===== src/three_rotor_reflector_cipher_assert.svh =====
// Assertion macros for the three-rotor reflector cipher.
// No dependencies; included by the top level only.
`ifndef THREE_ROTOR_REFLECTOR_CIPHER_ASSERT_SVH
`define THREE_ROTOR_REFLECTOR_CIPHER_ASSERT_SVH
`ifndef SYNTHESIS
`define TRC_ASSERT_ALWAYS(lbl, clk, rst_n, prop) \
    lbl: assert property (@(posedge clk) disable iff (!rst_n) (prop)) \
        else $error("trc assertion failed");
`define TRC_ASSERT_IMPL(lbl, clk, rst_n, ante, cons) \
    lbl: assert property (@(posedge clk) disable iff (!rst_n) (ante) |-> (cons)) \
        else $error("trc assertion failed");
`define TRC_ASSERT_NEXT(lbl, clk, rst_n, ante, cons) \
    lbl: assert property (@(posedge clk) disable iff (!rst_n) (ante) |=> (cons)) \
        else $error("trc assertion failed");
`else
`define TRC_ASSERT_ALWAYS(lbl, clk, rst_n, prop)
`define TRC_ASSERT_IMPL(lbl, clk, rst_n, ante, cons)
`define TRC_ASSERT_NEXT(lbl, clk, rst_n, ante, cons)
`endif
`endif


===== src/trc_pkg.sv =====
// Package for the three-rotor reflector cipher: widths, register codes, wiring tables.
// No dependencies; used by the interfaces and the top level.
`default_nettype none
package trc_pkg;
    localparam int LETTERS    = 26;
    localparam int LETTER_W   = 5;
    localparam int PLUG_PAIRS = 10;
    localparam int PAIR_W     = 2 * LETTER_W;
    localparam int PLUG_W     = 50;
    localparam int CFG_IDX_W  = 3;
    localparam int CFG_DATA_W = PLUG_W;

    typedef logic [LETTER_W-1:0] t_letter;
    typedef logic [LETTERS-1:0][LETTER_W-1:0] t_wiring;

    typedef enum logic [CFG_IDX_W-1:0] {
        REG_RING_FAST   = 3'd0,
        REG_RING_MIDDLE = 3'd1,
        REG_RING_SLOW   = 3'd2,
        REG_PLUG_LOW    = 3'd3,
        REG_PLUG_HIGH   = 3'd4
    } t_cfg_reg;

    // ASCII wiring string to letter codes; first character is entry 0
    function automatic t_wiring to_wiring(input logic [8*LETTERS-1:0] s);
        t_wiring w;
        for (int i = 0; i < LETTERS; i++) begin
            w[i] = LETTER_W'(s[8*(LETTERS-i)-1 -: 8] - 8'd65);
        end
        return w;
    endfunction

    function automatic t_wiring invert(input t_wiring w);
        t_wiring r;
        r = '0;
        for (int i = 0; i < LETTERS; i++) begin
            r[w[i]] = LETTER_W'(i);
        end
        return r;
    endfunction

    localparam t_wiring WIRE_FAST   = to_wiring("BDFHJLCPRTXVZNYEIWGAKMUSQO"); // III
    localparam t_wiring WIRE_MIDDLE = to_wiring("AJDKSIRUXBLHWTMCQGZNPYFVOE"); // II
    localparam t_wiring WIRE_SLOW   = to_wiring("EKMFLGDQVZNTOWYHXUSPAIBRCJ"); // I
    localparam t_wiring WIRE_REFL   = to_wiring("YRUHQSLDPXNGOKMIEBFZCWVJAT"); // B
    localparam t_wiring INV_FAST    = invert(WIRE_FAST);
    localparam t_wiring INV_MIDDLE  = invert(WIRE_MIDDLE);
    localparam t_wiring INV_SLOW    = invert(WIRE_SLOW);
endpackage
`default_nettype wire


===== src/trc_ifs.sv =====
// Valid/ready channel interfaces for the cipher: input letters, results, config writes.
// Depends on trc_pkg.
`default_nettype none
interface trc_in_if import trc_pkg::*; ();
    logic    valid;
    logic    ready;
    t_letter letter;
    logic    restart;
    modport source (output valid, letter, restart, input ready);
    modport sink (input valid, letter, restart, output ready);
endinterface

interface trc_out_if import trc_pkg::*; ();
    logic    valid;
    logic    ready;
    t_letter cipher_letter;
    modport source (output valid, cipher_letter, input ready);
    modport sink (input valid, cipher_letter, output ready);
endinterface

interface trc_cfg_if import trc_pkg::*; ();
    logic                  valid;
    logic                  ready;
    logic [CFG_IDX_W-1:0]  index;
    logic [CFG_DATA_W-1:0] data;
    modport source (output valid, index, data, input ready);
    modport sink (input valid, index, data, output ready);
endinterface
`default_nettype wire


===== src/three_rotor_reflector_cipher.sv =====
// Three-rotor reflector cipher, three-stage pipeline.
// Throughput: one letter per cycle unless the result side stalls a full pipeline.
// Stages: plugboard and rotor positions / forward rotors and reflector / inverse
// rotors and plugboard. Stalls ripple back stage by stage through combinational ready logic; bubbles still fill.
// Reset (i_rst_n low, synchronous) clears rings, plugs, step counters and valids.
// Depends on trc_pkg, trc_ifs and three_rotor_reflector_cipher_assert.svh.
`default_nettype none
`include "three_rotor_reflector_cipher_assert.svh"
module three_rotor_reflector_cipher import trc_pkg::*; (
    input  wire        i_clk,
    input  wire        i_rst_n,
    trc_in_if.sink     i_in,
    trc_out_if.source  o_out,
    trc_cfg_if.sink    i_cfg
);

    // mod-26 helpers; operands always below 26
    function automatic t_letter add26(input t_letter a, input t_letter b);
        logic [LETTER_W:0] s;
        s = {1'b0, a} + {1'b0, b};
        if (s >= (LETTER_W+1)'(LETTERS)) begin
            s = s - (LETTER_W+1)'(LETTERS);
        end
        return s[LETTER_W-1:0];
    endfunction

    function automatic t_letter sub26(input t_letter a, input t_letter b);
        logic [LETTER_W:0] s;
        s = {1'b0, a} + (LETTER_W+1)'(LETTERS) - {1'b0, b};
        if (s >= (LETTER_W+1)'(LETTERS)) begin
            s = s - (LETTER_W+1)'(LETTERS);
        end
        return s[LETTER_W-1:0];
    endfunction

    // fold codes 26..31 back into range
    function automatic t_letter fold26(input t_letter a);
        return (a >= LETTER_W'(LETTERS)) ? a - LETTER_W'(LETTERS) : a;
    endfunction

    // first valid pair holding the letter decides the swap
    function automatic t_letter plug_swap(input t_letter ch, input logic [PLUG_W-1:0] lo,
                                          input logic [PLUG_W-1:0] hi);
        logic [2*PLUG_W-1:0] all;
        t_letter a;
        t_letter b;
        t_letter res;
        logic    hit;
        all = {hi, lo};
        res = ch;
        hit = 1'b0;
        for (int k = 0; k < PLUG_PAIRS; k++) begin
            a = all[PAIR_W*k +: LETTER_W];
            b = all[PAIR_W*k+LETTER_W +: LETTER_W];
            if (!hit && a < LETTER_W'(LETTERS) && b < LETTER_W'(LETTERS) && a != b) begin
                if (ch == a) begin
                    res = b;
                    hit = 1'b1;
                end else if (ch == b) begin
                    res = a;
                    hit = 1'b1;
                end
            end
        end
        return res;
    endfunction

    // ---------------- configuration ----------------
    t_letter           r_ring_fast, r_ring_middle, r_ring_slow;
    logic [PLUG_W-1:0] r_plug_low, r_plug_high;
    logic              cfg_we;

    assign i_cfg.ready = 1'b1;
    assign cfg_we      = i_cfg.valid;

    always_ff @(posedge i_clk) begin
        if (!i_rst_n) begin
            r_ring_fast   <= '0;
            r_ring_middle <= '0;
            r_ring_slow   <= '0;
            r_plug_low    <= '0;
            r_plug_high   <= '0;
        end else if (cfg_we) begin
            unique case (i_cfg.index)
                REG_RING_FAST:   r_ring_fast   <= i_cfg.data[LETTER_W-1:0];
                REG_RING_MIDDLE: r_ring_middle <= i_cfg.data[LETTER_W-1:0];
                REG_RING_SLOW:   r_ring_slow   <= i_cfg.data[LETTER_W-1:0];
                REG_PLUG_LOW:    r_plug_low    <= i_cfg.data;
                REG_PLUG_HIGH:   r_plug_high   <= i_cfg.data;
                default: ;
            endcase
        end
    end

    // ---------------- pipeline handshake ----------------
    logic r_s1_v, r_s2_v, r_s3_v;
    logic s3_ld, s2_ld, s1_ld, in_beat;

    assign s3_ld   = !r_s3_v || o_out.ready;
    assign s2_ld   = !r_s2_v || s3_ld;
    assign s1_ld   = !r_s1_v || s2_ld;
    assign in_beat = i_in.valid && s1_ld;

    assign i_in.ready = s1_ld;

    always_ff @(posedge i_clk) begin
        if (!i_rst_n) begin
            r_s1_v <= 1'b0;
            r_s2_v <= 1'b0;
            r_s3_v <= 1'b0;
        end else begin
            if (s1_ld) r_s1_v <= i_in.valid;
            if (s2_ld) r_s2_v <= r_s1_v;
            if (s3_ld) r_s3_v <= r_s2_v;
        end
    end

    // ---------------- step counters ----------------
    // Restart clears before the advance, so the first letter is step 1.
    t_letter r_fast_step, r_middle_step, r_slow_step;
    t_letter n_fast_step, n_middle_step, n_slow_step;
    t_letter base_f, base_m, base_s;
    logic    carry_m, carry_s;

    always_comb begin
        base_f  = i_in.restart ? '0 : r_fast_step;
        base_m  = i_in.restart ? '0 : r_middle_step;
        base_s  = i_in.restart ? '0 : r_slow_step;
        carry_m = (base_f == LETTER_W'(LETTERS-1));
        carry_s = carry_m && (base_m == LETTER_W'(LETTERS-1));
        n_fast_step   = carry_m ? '0 : base_f + 1'b1;
        n_middle_step = carry_m ? (carry_s ? '0 : base_m + 1'b1) : base_m;
        n_slow_step   = carry_s ? ((base_s == LETTER_W'(LETTERS-1)) ? '0 : base_s + 1'b1)
                                : base_s;
    end

    always_ff @(posedge i_clk) begin
        if (!i_rst_n) begin
            r_fast_step   <= '0;
            r_middle_step <= '0;
            r_slow_step   <= '0;
        end else if (in_beat) begin
            r_fast_step   <= n_fast_step;
            r_middle_step <= n_middle_step;
            r_slow_step   <= n_slow_step;
        end
    end

    // ---------------- stage 1: plugboard in, rotor positions ----------------
    t_letter r_s1_x, r_s1_pf, r_s1_pm, r_s1_ps;

    always_ff @(posedge i_clk) begin
        if (s1_ld) begin
            r_s1_x  <= plug_swap(fold26(i_in.letter), r_plug_low, r_plug_high);
            r_s1_pf <= add26(fold26(r_ring_fast), n_fast_step);
            r_s1_pm <= add26(fold26(r_ring_middle), n_middle_step);
            r_s1_ps <= add26(fold26(r_ring_slow), n_slow_step);
        end
    end

    // ---------------- stage 2: forward rotors, reflector ----------------
    t_letter r_s2_x, r_s2_pf, r_s2_pm, r_s2_ps;
    t_letter f1, f2, f3;

    always_comb begin
        f1 = WIRE_FAST[sub26(r_s1_x, r_s1_pf)];
        f2 = WIRE_MIDDLE[sub26(f1, r_s1_pm)];
        f3 = WIRE_SLOW[sub26(f2, r_s1_ps)];
    end

    always_ff @(posedge i_clk) begin
        if (s2_ld) begin
            r_s2_x  <= WIRE_REFL[f3];
            r_s2_pf <= r_s1_pf;
            r_s2_pm <= r_s1_pm;
            r_s2_ps <= r_s1_ps;
        end
    end

    // ---------------- stage 3: inverse rotors, plugboard out ----------------
    t_letter r_s3_x;
    t_letter b1, b2, b3;

    always_comb begin
        b1 = add26(INV_SLOW[r_s2_x], r_s2_ps);
        b2 = add26(INV_MIDDLE[b1], r_s2_pm);
        b3 = add26(INV_FAST[b2], r_s2_pf);
    end

    always_ff @(posedge i_clk) begin
        if (s3_ld) begin
            r_s3_x <= plug_swap(b3, r_plug_low, r_plug_high);
        end
    end

    assign o_out.valid         = r_s3_v;
    assign o_out.cipher_letter = r_s3_x;

    // ---------------- checks ----------------
    `TRC_ASSERT_ALWAYS(a_step_range, i_clk, i_rst_n, r_fast_step < LETTER_W'(LETTERS) && r_middle_step < LETTER_W'(LETTERS) && r_slow_step < LETTER_W'(LETTERS))
    `TRC_ASSERT_NEXT(a_restart_step, i_clk, i_rst_n, in_beat && i_in.restart, r_fast_step == LETTER_W'(1) && r_middle_step == '0 && r_slow_step == '0)
    `TRC_ASSERT_IMPL(a_stall_full, i_clk, i_rst_n, !i_in.ready, r_s1_v && r_s2_v && r_s3_v)
    `TRC_ASSERT_IMPL(a_out_range, i_clk, i_rst_n, o_out.valid, o_out.cipher_letter < LETTER_W'(LETTERS))

endmodule
`default_nettype wire


===== src/flat_wrapper.sv =====
// flat-port wrapper written by rule: the top's interface ports become plain ports
module three_rotor_reflector_cipher_flat import trc_pkg::*;
  (i_clk, i_rst_n, i_in_valid, i_in_letter, i_in_restart, i_in_ready, o_out_valid, o_out_cipher_letter, o_out_ready, i_cfg_valid, i_cfg_index, i_cfg_data, i_cfg_ready);
  trc_in_if i_in_i ();
  trc_out_if o_out_i ();
  trc_cfg_if i_cfg_i ();
  input  wire i_clk;
  input  wire i_rst_n;
  input wire logic [$bits(i_in_i.valid)-1:0] i_in_valid;
  input wire logic [$bits(i_in_i.letter)-1:0] i_in_letter;
  input wire logic [$bits(i_in_i.restart)-1:0] i_in_restart;
  output wire logic [$bits(i_in_i.ready)-1:0] i_in_ready;
  output wire logic [$bits(o_out_i.valid)-1:0] o_out_valid;
  output wire logic [$bits(o_out_i.cipher_letter)-1:0] o_out_cipher_letter;
  input wire logic [$bits(o_out_i.ready)-1:0] o_out_ready;
  input wire logic [$bits(i_cfg_i.valid)-1:0] i_cfg_valid;
  input wire logic [$bits(i_cfg_i.index)-1:0] i_cfg_index;
  input wire logic [$bits(i_cfg_i.data)-1:0] i_cfg_data;
  output wire logic [$bits(i_cfg_i.ready)-1:0] i_cfg_ready;
  assign i_in_i.valid = i_in_valid;
  assign i_in_i.letter = i_in_letter;
  assign i_in_i.restart = i_in_restart;
  assign i_in_ready = i_in_i.ready;
  assign o_out_valid = o_out_i.valid;
  assign o_out_cipher_letter = o_out_i.cipher_letter;
  assign o_out_i.ready = o_out_ready;
  assign i_cfg_i.valid = i_cfg_valid;
  assign i_cfg_i.index = i_cfg_index;
  assign i_cfg_i.data = i_cfg_data;
  assign i_cfg_ready = i_cfg_i.ready;
  three_rotor_reflector_cipher u_core (.i_clk(i_clk), .i_rst_n(i_rst_n), .i_in(i_in_i), .o_out(o_out_i), .i_cfg(i_cfg_i));
endmodule

===== config.mk =====
export PLATFORM = sky130hd
export DESIGN_NAME = three_rotor_reflector_cipher_flat
export DESIGN_NICKNAME = d
export VERILOG_FILES = /design/src/trc_pkg.sv /design/src/trc_ifs.sv /design/src/three_rotor_reflector_cipher.sv /design/src/flat_wrapper.sv
export VERILOG_INCLUDE_DIRS = /design/src /design/src/src
export SDC_FILE = /design/constraint.sdc
export NUM_CORES = 1
export LEC_CHECK = 0
export BUFFER_PORTS_ARGS = -buffer_cell sky130_fd_sc_hd__buf_2
export CAP_MARGIN = 40
export CORE_ASPECT_RATIO = 1.2
export CORE_MARGIN = 3
export CORE_UTILIZATION = 50
export CTS_CLUSTER_DIAMETER = 30
export CTS_CLUSTER_SIZE = 25
export DETAILED_ROUTE_END_ITERATION = 8
export PLACE_DENSITY = 0.79
export REMOVE_ABC_BUFFERS = 1
export SLEW_MARGIN = 20
export SYNTH_ARGS = -nofsm -noshare
export SYNTH_HDL_FRONTEND = slang
export SYNTH_SLANG_ARGS = --single-unit
export TNS_END_PERCENT = 1

===== constraint.sdc =====
create_clock -name i_clk -period 27 [get_ports i_clk]
set_input_delay 1.35 -clock i_clk [delete_from_list [all_inputs] [get_ports i_clk]]
set_output_delay 1.35 -clock i_clk [all_outputs]
set_load 0.005 [all_outputs]

---- After elaboration in Yosys (flattened, before gate mapping) ----
Memories as Yosys holds them, arrays and structs flattened. A register that Yosys moved wholly into a read port is not among the register bits.
Index checks and enable logic that the tools add are counted.
cells by class
  muxes and demuxes ....................... 163
  eq/ne operators ......................... 57
  add/sub/neg operators ................... 28
  order comparisons ....................... 39
  reduce and logical (&&, ||, !) cells .... 88
operators by type and width
  operator             number
  $mux 5               91
  $eq 5x5->1           40
  $lt 5x5->1 const B   20
  $mux 1               72
  $sub 5x5->5 const B  13
  $logic_and 1x1->1    58
  $ge 6x5->1 const B   9
  $ne 5x5->1           10
  $add 5x5->6          6
  $lt 5x6->1 const B   6
  $logic_not 1->1      21
  $ge 5x5->1 const B   4
  $add 5x5->6 const B  3
  $sub 6x5->6          3
  $add 5x1->5 const B  3
  $eq 5x5->1 const B   3
  $reduce_and 2->1     5
  $eq 3x2->1 const B   2
  $eq 3x1->1 const B   1
  $eq 3x3->1 const B   1
  $logic_not 3->1      1
  $logic_or 1x1->1     3
storage, ports and cells
  ROM bits ................................ 1120
  register bits after elaboration ......... 173
  output and inout port bits .............. 8
  memories kept ........................... 7
  logic and storage cells ................. 401
memories
  memory           depth  bits a word  rd ports  clocked after Yosys merged registers in  wr ports  line                                 RTL
  (no name shown)  32     5            1         0                                        0         three_rotor_reflector_cipher.sv:166  f1 = WIRE_FAST[sub26(r_s1_x, r_s1_pf)];
  (no name shown)  32     5            1         0                                        0         three_rotor_reflector_cipher.sv:167  f2 = WIRE_MIDDLE[sub26(f1, r_s1_pm)];
  (no name shown)  32     5            1         0                                        0         three_rotor_reflector_cipher.sv:168  f3 = WIRE_SLOW[sub26(f2, r_s1_ps)];
  (no name shown)  32     5            1         1                                        0         three_rotor_reflector_cipher.sv:173  r_s2_x <= WIRE_REFL[f3];
  (no name shown)  32     5            1         0                                        0         three_rotor_reflector_cipher.sv:185  b1 = add26(INV_SLOW[r_s2_x], r_s2_ps);
  (no name shown)  32     5            1         0                                        0         three_rotor_reflector_cipher.sv:186  b2 = add26(INV_MIDDLE[b1], r_s2_pm);
  +1 memories      --     --           --        --                                       --        --

---- Logic depth before layout (Yosys ltp) ----
Gate-level depths: netlist (run 1).
  word-level depth ........................ 73
  depth in mapped cells ................... 56
  gate-level depth less buffers ........... 52

---- Worst setup path before layout (run 1) ----
OpenSTA, ideal clock, no wires.
  path kind ............................... flip-flop to flip-flop
  from .................................... register u_core.r_s2_x[0]
  to ...................................... register u_core.r_s3_x[1], in the netlist u_core.o_out.cipher_letter[1] (data pin)
  stages on the path, launching flop included .. 48
  period minus slack after synthesis ...... 10254 ps
  slack ................................... 16746 ps
  data arrival time ....................... 9994 ps
  setup time .............................. 261 ps
  cell sequence ........................... edfxtp_1 -> inv_1 -> ha_1 -> mux4_2 -> mux2i_1 -> ha_1 -> a21oi_1 -> nand2_1 -> xor2_1 -> nand3_1 -> nand2_1 -> mux2i_1 -> clkbuf_1 -> nand2_1 -> o211a_1 -> a211oi_1 -> a21o_1 -> ha_1 -> [... 12 more ...] -> a21oi_1 -> ha_1 -> inv_1 -> fa_1 -> xor2_2 -> nor2_1 -> a311o_1 -> a211o_4 -> mux2_4 -> buf_6 -> xor2_1 -> nor4_2 -> a21oi_2 -> or3b_4 -> nor4_1 -> or2_4 -> a221oi_1 -> a221o_1
on the way
  word-level cells in the longest chain between the ends .. 73
  elaborated cells between the ends (all ways) .. 142
  those cells by class .................... add/sub (6); order compare (3); eq/ne (20); mux (74); reduce/logical (36); memory (3)
RTL lines
  what                                              line                                                                    RTL
  start: declaration                                three_rotor_reflector_cipher.sv:162                                     t_letter r_s2_x, r_s2_pf, r_s2_pm, r_s2_ps;
  $mem_v2 32x5 *                                    --
  $mux 5 (implied by the code) *                    three_rotor_reflector_cipher.sv:185
  $add 5x5->6 *                                     three_rotor_reflector_cipher.sv:20                                      s = {1'b0, a} + {1'b0, b};
  $sub 5x5->5 / $ge 6x5->1 (equally long branches)  three_rotor_reflector_cipher.sv:22, three_rotor_reflector_cipher.sv:21
  $mux 5 *                                          three_rotor_reflector_cipher.sv:21                                      if (s >= (LETTER_W+1)'(LETTERS)) begin
  $mem_v2 32x5 *                                    --
  $mux 5 (implied by the code) *                    three_rotor_reflector_cipher.sv:186
  $add 5x5->6 *                                     three_rotor_reflector_cipher.sv:20
  [... 53 more ...]                                 --
  $mux 1                                            three_rotor_reflector_cipher.sv:191                                     if (s3_ld) begin
  $logic_not 1->1                                   three_rotor_reflector_cipher.sv:55                                      if (!hit && a < LETTER_W'(LETTERS) && b < LETTER_W'(LETTERS) && a != b) begin
  $logic_and 1x1->1 (3 in a row)                    three_rotor_reflector_cipher.sv:55
  $mux 1                                            three_rotor_reflector_cipher.sv:55
  $mux 1                                            three_rotor_reflector_cipher.sv:191
  $logic_not 1->1                                   three_rotor_reflector_cipher.sv:55
  $logic_and 1x1->1 (3 in a row)                    three_rotor_reflector_cipher.sv:55
  $mux 5 *                                          three_rotor_reflector_cipher.sv:55
  end signal: assignment                            three_rotor_reflector_cipher.sv:192                                     r_s3_x <= plug_swap(b3, r_plug_low, r_plug_high);
  end: declaration                                  three_rotor_reflector_cipher.sv:181                                     t_letter r_s3_x;
Mark *: on every way between the ends. The rest lies on a longest branch, timed or not. The select of a mux whose other input is x is not followed.
A chain may end at the register's enable or synchronous reset.

---- Worst setup path in the final report (run 1) ----
Ends and elaborated chain as after synthesis.

==> results.sh, run 1 <==
export IMPL_critPathKind="flop to flop"
export IMPL_cts_root_buf="clkbuf_16"
export IMPL_finalCritPeriodShare_pct=45.5
export IMPL_finalMaxSlewViolations=0
export IMPL_worstMarginPinSlew_ns=0.834
export IMPL_synthCells=2333
export IMPL_grt_pass1_wl_um=83800
export IMPL_ys_ff_latch=178
export IMPL_min_from="u_core.r_slow_step[3]"
export IMPL_cts_sinks=178
export IMPL_place_congestion=1.01
export IMPL_cts_path_max_buffers=2
export IMPL_antenna_found_initial=0
export IMPL_wl_per_cell_um=19.1
export IMPL_fmax_ghz=0.0813
export IMPL_ios=72
export IMPL_cts_buffers=17
export IMPL_timing_final_hold_violations=0
export IMPL_dp_hpwl_um=38900
export IMPL_ys_flop_type="dfxtp_1"
export IMPL_min_to="u_core.r_slow_step[3]"
export IMPL_initial_core_util_pct=50.7
export IMPL_route_detailed_drc=0
export IMPL_syn_mean_instance_area_um2=7.81
export IMPL_hold_depth=2
export IMPL_grt_max_degree=94
export IMPL_cp_arrival_ns=12.52
export IMPL_num_antenna_cells=0
export IMPL_skew_ns=0.0130
export IMPL_period_minus_slack_ns=12.30
export IMPL_globalRouteOverflowTotal=0
export IMPL_start_kind="flop"
export IMPL_status="completed"
export IMPL_synth_edf_count=45
export IMPL_critPathRequiredTime_ns=27.22
export IMPL_hold_class="flop to flop"
export IMPL_core_area_mm2=0.0359
export IMPL_area_growth_pct=5.91
export IMPL_drive_gt1_share_pct=9.45
export IMPL_synth_cell_types=106
export IMPL_cts_resized=0
export IMPL_tritoncts="yes"
export IMPL_cp_end_kind="flop"
export IMPL_setup_violations_final=0
export IMPL_setup_tns_final_ns=0
export IMPL_top_regs="u_core.r_plug_high: 50 flops, u_core.r_plug_low: 50 flops"
export IMPL_ys_warn_count=0
export IMPL_crit_path_max_incr_delay_ns=1.03
export IMPL_postCtsSetupBuffers=0
export IMPL_ys_async_sr_fraction_pct=0
export IMPL_rsz0062_at_grt="false"
export IMPL_reg2reg_depth=44
export IMPL_worstSkewPairLatency_ns=0.47
export IMPL_reg2reg_to="u_core.o_out.cipher_letter[1]"
export IMPL_port_buffers=70
export IMPL_die_y_um=215
export IMPL_htree_levels=4
export IMPL_nets=2456
export IMPL_drt_vias_per_instance=6.11
export IMPL_grt_pass1_vias=16200
export IMPL_vias=16800
export IMPL_max_slew_margin_pct=42.8
export IMPL_r2r_setup_slack_ns=14.70
export IMPL_dr_pass1_iters=6
export IMPL_rows=76
export IMPL_ys_seq_area_share_pct=22.0
export IMPL_drt_iter0_markers=1397
export IMPL_die_w_um=180
export IMPL_crit_start="u_core.r_s2_x[0]"
export IMPL_ant_nets=0
export IMPL_synth_area_mm2=0.0182
export IMPL_dieArea_mm2=0.0388
export IMPL_path_clk_slew_ns=0.08
export IMPL_cpMaxStageDelayCell="fa_1"
export IMPL_maxCapViolCount=0
export IMPL_groute_usage_overall_pct=26.3
export IMPL_r2r_start="u_core.r_s2_x[0]"
export IMPL_cp_max_fo=21
export IMPL_cts_hold_buf=0
export IMPL_wl_um=52400
## worst max path at each step
stage / to / slack, ns / cells after the start
6_report: u_core.o_out.cipher_letter[1] / 14.70 / 44
5_1_grt: u_core.o_out.cipher_letter[1] / 13.76 / 44
4_1_cts: u_core.o_out.cipher_letter[1] / 14.83 / 46
3_5_place_dp: u_core.o_out.cipher_letter[1] / 14.90 / 46
3_3_place_gp: u_core.o_out.cipher_letter[1] / 15.13 / 43
2_1_floorplan: u_core.o_out.cipher_letter[1] / 16.12 / 42
## stage by stage
step / std cells / worst slack, ns / utilization, % / hold slack, ns / area [µm²]
final: 2744 / 14.70 / 53.7 / 0.496 / 19300
after global routing: 2744 / 13.76 / 53.7 / 0.503 / 19300
after CTS: 2740 / 14.83 / 53.6 / 0.488 / 19300
after detailed placement: 2708 / 14.90 / 51.9 / 0.473 / 18600
after global placement: 2701 / 15.13 / 51.6 / 0.468 / 18600
after floorplan: 2145 / 16.12 / - / 0.426 / 17500
## kinds of logic after synthesis
family	Yosys count	share of synthesized area (%)
xor gates and xnor gates	280	13.6
adders and majority gates	129	9.22
muxes	114	6.74
AOI/OAI and AO/OA	579	22.3
other	1	0.0206
and+or+nand+nor	734	19.1
buffers and inverters	318	6.95
DFF	178	22.0
## critical path, delay by kind of cell, from the launching register on
| kind | cells | cell delay, ns |
|---|---|---|
| simple gates | 10 | 2.08 |
| buf+inv | 7 | 1.10 |
| mux | 4 | 1.96 |
| fa+ha+maj | 6 | 2.71 |
| flops | 1 | 0.46 |
| xor+xnor | 3 | 0.69 |
| compound gates | 14 | 3.00 |
## layout make-up
| cell class | count | area, µm² |
|---|---|---|
| fillers | 3313 | 16600 |
| multi-input cells | 1837 | 13000 |
| flip-flops and latches | 178 | 4010 |
| repair buffers | 99 | 614 |
| well taps | 468 | 586 |
| inverters | 130 | 488 |
| clock buffers | 17 | 425 |
| clock inverters | 15 | 204 |
## synth_stat cells (14+ instances only)
cell type  number  share of area (%)
nor2b_1        46                1.6
mux2i_1        83                4.6
ha_1          120                8.2
a21boi_0      115                4.7
nand4_1        14               0.48
edfxtp_1       45                7.4
a21oi_1       116                3.2
o21ai_0        76                2.1
xnor2_1       152                7.3
nand3_1        50                1.4
buf_2          20               0.55
o211ai_1       36                1.5
buf_1          34               0.70
nand2b_1       22               0.75
a21o_1         39                1.6
nor2_1        114                2.3
a31oi_1        22               0.75
nand2_1       347                7.1
xor2_1        125                6.0
a22oi_1        14               0.58
clkbuf_1      125                2.6
dfxtp_1       133                 15
o31ai_1        14               0.58
mux2_2         26                1.6
nor3_1         45                1.2
inv_1         129                2.7
o22ai_1        20               0.69
## layout by cell type, fill, tap and decap left out, types with 11 or more instances in the layout
master | synthesis | layout
a22oi_1 | 14 | 14
edfxtp_1 | 45 | 45
a211oi_1 | 12 | 12
a21boi_0 | 115 | 115
nand2_1 | 347 | 347
and2_1 | 11 | 11
nor2_1 | 114 | 114
nand3_1 | 50 | 48
a21oi_1 | 116 | 116
clkbuf_16 | 0 | 17
o21ai_0 | 76 | 76
a22o_1 | 11 | 11
mux2_2 | 26 | 26
buf_2 | 20 | 72
a221oi_1 | 11 | 11
inv_1 | 129 | 129
nor2b_1 | 46 | 46
dfxtp_1 | 133 | 133
nand4_1 | 14 | 14
ha_1 | 120 | 120
o31ai_1 | 14 | 14
o211ai_1 | 36 | 36
a21o_1 | 39 | 39
nor3_1 | 45 | 45
mux2i_1 | 83 | 83
xnor2_1 | 152 | 152
nor4_1 | 12 | 12
a31oi_1 | 22 | 22
buf_4 | 2 | 20
xor2_1 | 125 | 125
o22ai_1 | 20 | 19
nand2b_1 | 22 | 22
## routing by layer
metal	global-route usage [%]	vias up	wire length, µm
li1	-	7952	-
met1	31.2	7931	20800
met2	45.5	672	25600
met3	3.81	205	3000
met4	14.7	0	3010
met5	0	-	0
Power of run 1 is not shown: default switching activity piles up to over one toggle a cycle in this logic, so the estimate is an artifact.
==> run 2, diff against run 1 <==
Clock period 27 ns to 12.5 ns, I/O delays scaled along.
==> results.sh, run 2 (same netlist as run 1, synthesis figures left out) <==
export IMPL_rows=76
export IMPL_setup_tns_final_ns=0
export IMPL_antenna_found_initial=0
export IMPL_num_antenna_cells=0
export IMPL_groute_usage_overall_pct=26.1
export IMPL_hold_worst_slack_ns=0.427
export IMPL_area_growth_pct=6.09
export IMPL_cts_buffers=17
export IMPL_start_kind="flop"
export IMPL_hold_class="input port to flop"
export IMPL_dr_pass1_iters=6
export IMPL_dieArea_mm2=0.0388
export IMPL_min_from="i_cfg_data[37]"
export IMPL_regArea_mm2=0.00401
export IMPL_wl_um=52000
export IMPL_initial_core_util_pct=50.7
export IMPL_drt_iter0_markers=1417
export IMPL_htree_levels=4
export IMPL_place_congestion=0.999
export IMPL_cpMostUsedCell="inv_1"
export IMPL_status="completed"
export IMPL_pre_cts_slack_ns=0.706
export IMPL_period_minus_slack_ns=11.55
export IMPL_cts_path_max_buffers=2
export IMPL_cts_root_buf="clkbuf_16"
export IMPL_worstSkewPairLatency_ns=0.46
export IMPL_maxCapViolCount=0
export IMPL_critPathKind="flop to flop"
export IMPL_route_detailed_drc=0
export IMPL_layout_common_cells="nand2_1 (347), xnor2_1 (151), dfxtp_1 (133), inv_1 (129), xor2_1 (124)"
export IMPL_port_buffers=70
export IMPL_path_clk_slew_ns=0.07
export IMPL_grt_pass1_vias=16100
export IMPL_max_slew_margin_pct=46.6
export IMPL_setup_violations_final=0
export IMPL_cp_max_fo=13
export IMPL_skew_ns=0.0135
export IMPL_tritoncts="yes"
export IMPL_n_fill_cell=3310
export IMPL_die_w_um=180
export IMPL_nets=2461
export IMPL_finalMaxSlewViolations=0
export IMPL_grt_max_degree=94
export IMPL_drt_vias_per_instance=6.03
export IMPL_fin_util_pct=53.8
export IMPL_layout_commonest_cell="nand2_1"
export IMPL_multi_input_area_mm2=0.0130
export IMPL_worstMarginPinSlew_ns=0.779
export IMPL_fmax_ghz=0.0866
export IMPL_cp_arrival_ns=11.75
export IMPL_critPathRequiredTime_ns=12.70
export IMPL_finalCritPeriodShare_pct=92.4
export IMPL_top_regs="u_core.r_plug_high: 50 flops, u_core.r_plug_low: 50 flops"
export IMPL_grt_pass1_wl_um=83100
export IMPL_timing_final_hold_violations=0
export IMPL_crit_path_max_incr_delay_ns=0.57
export IMPL_r2r_start="u_core.r_s2_x[0]"
export IMPL_cts_sinks=178
export IMPL_cts_hold_buf=0
export IMPL_ios=72
export IMPL_core_area_mm2=0.0359
export IMPL_wl_per_cell_um=18.9
export IMPL_die_y_um=215
export IMPL_cpMaxStageDelayCell="nor4_4"
export IMPL_ant_nets=0
export IMPL_cp_end_kind="flop"
export IMPL_vias=16600
export IMPL_rsz0062_at_grt="true"
export IMPL_dp_hpwl_um=39100
export IMPL_globalRouteOverflowTotal=0
export IMPL_layout_setup_ws_ns=0.950
export IMPL_crit_start="u_core.r_s2_x[0]"
export IMPL_drive_gt1_share_pct=9.82
-- run 2: cell count changes in the layout (fill, tap and decap cells not counted), moves of 2 or more --
cell / delta
clkinv_8: -5
buf_4: +7
inv_6: +4
inv_12: -4
clkbuf_4: -2
clkbuf_8: +2
-- run 2: metrics by stage --
stage          area (µm²)  instances
4_1_cts             19300       2742
2_1_floorplan       17500       2145
3_3_place_gp        18600       2705
3_5_place_dp        18700       2710
5_1_grt             19300       2749
6_report            19300       2749
-- run 2: timing repair --
action | in CTS | in global routing
setup buffers | 0 | 4
endpoints found under the setup margin | 0 | 5
resized for setup | 0 | 7
-- run 2: layout make-up --
cell class / count / area share (%)
clock buffer: 20 / 2.36
clock inverter: 12 / 0.699
inverter: 130 / 2.52
multi-input combinational: 1837 / 67.3
sequential: 178 / 20.8
tap: 468 / 3.03
timing repair buffer: 104 / 3.37
-- run 2: layer usage --
metal  routed length, µm  vias up  GRT usage [%]
met1               20200     7803           30.2
met3                3110      170           3.39
li1                    -     7953              -
met5                   0        -              0
met2               25900      655           46.4
met4                2740        0           14.3
-- run 2: worst max-delay path, delay by kind of cell, from the launching register on --
family          cells  cell delay, ns
xor+xnor            5            1.44
fa+ha+maj           6            1.80
buf+inv             6            0.51
simple gates       13            3.24
compound gates     15            2.87
flops               1            0.45
mux                 3            0.96
-- run 2: path summary, 6_finish.rpt --
| kind | end | cells past startpoint | slack, ns |
|---|---|---|---|
| worst max register to register | u_core.o_out.cipher_letter[1] | 48 | 0.95 |
| worst min register to register | u_core.r_slow_step[3] | 2 | 0.48 |
| worst max-delay path | u_core.o_out.cipher_letter[1] | 48 | 0.95 |
| worst min-delay path | u_core.r_plug_low[37] | 3 | 0.43 |
Power of run 2 is left out for the same reason.
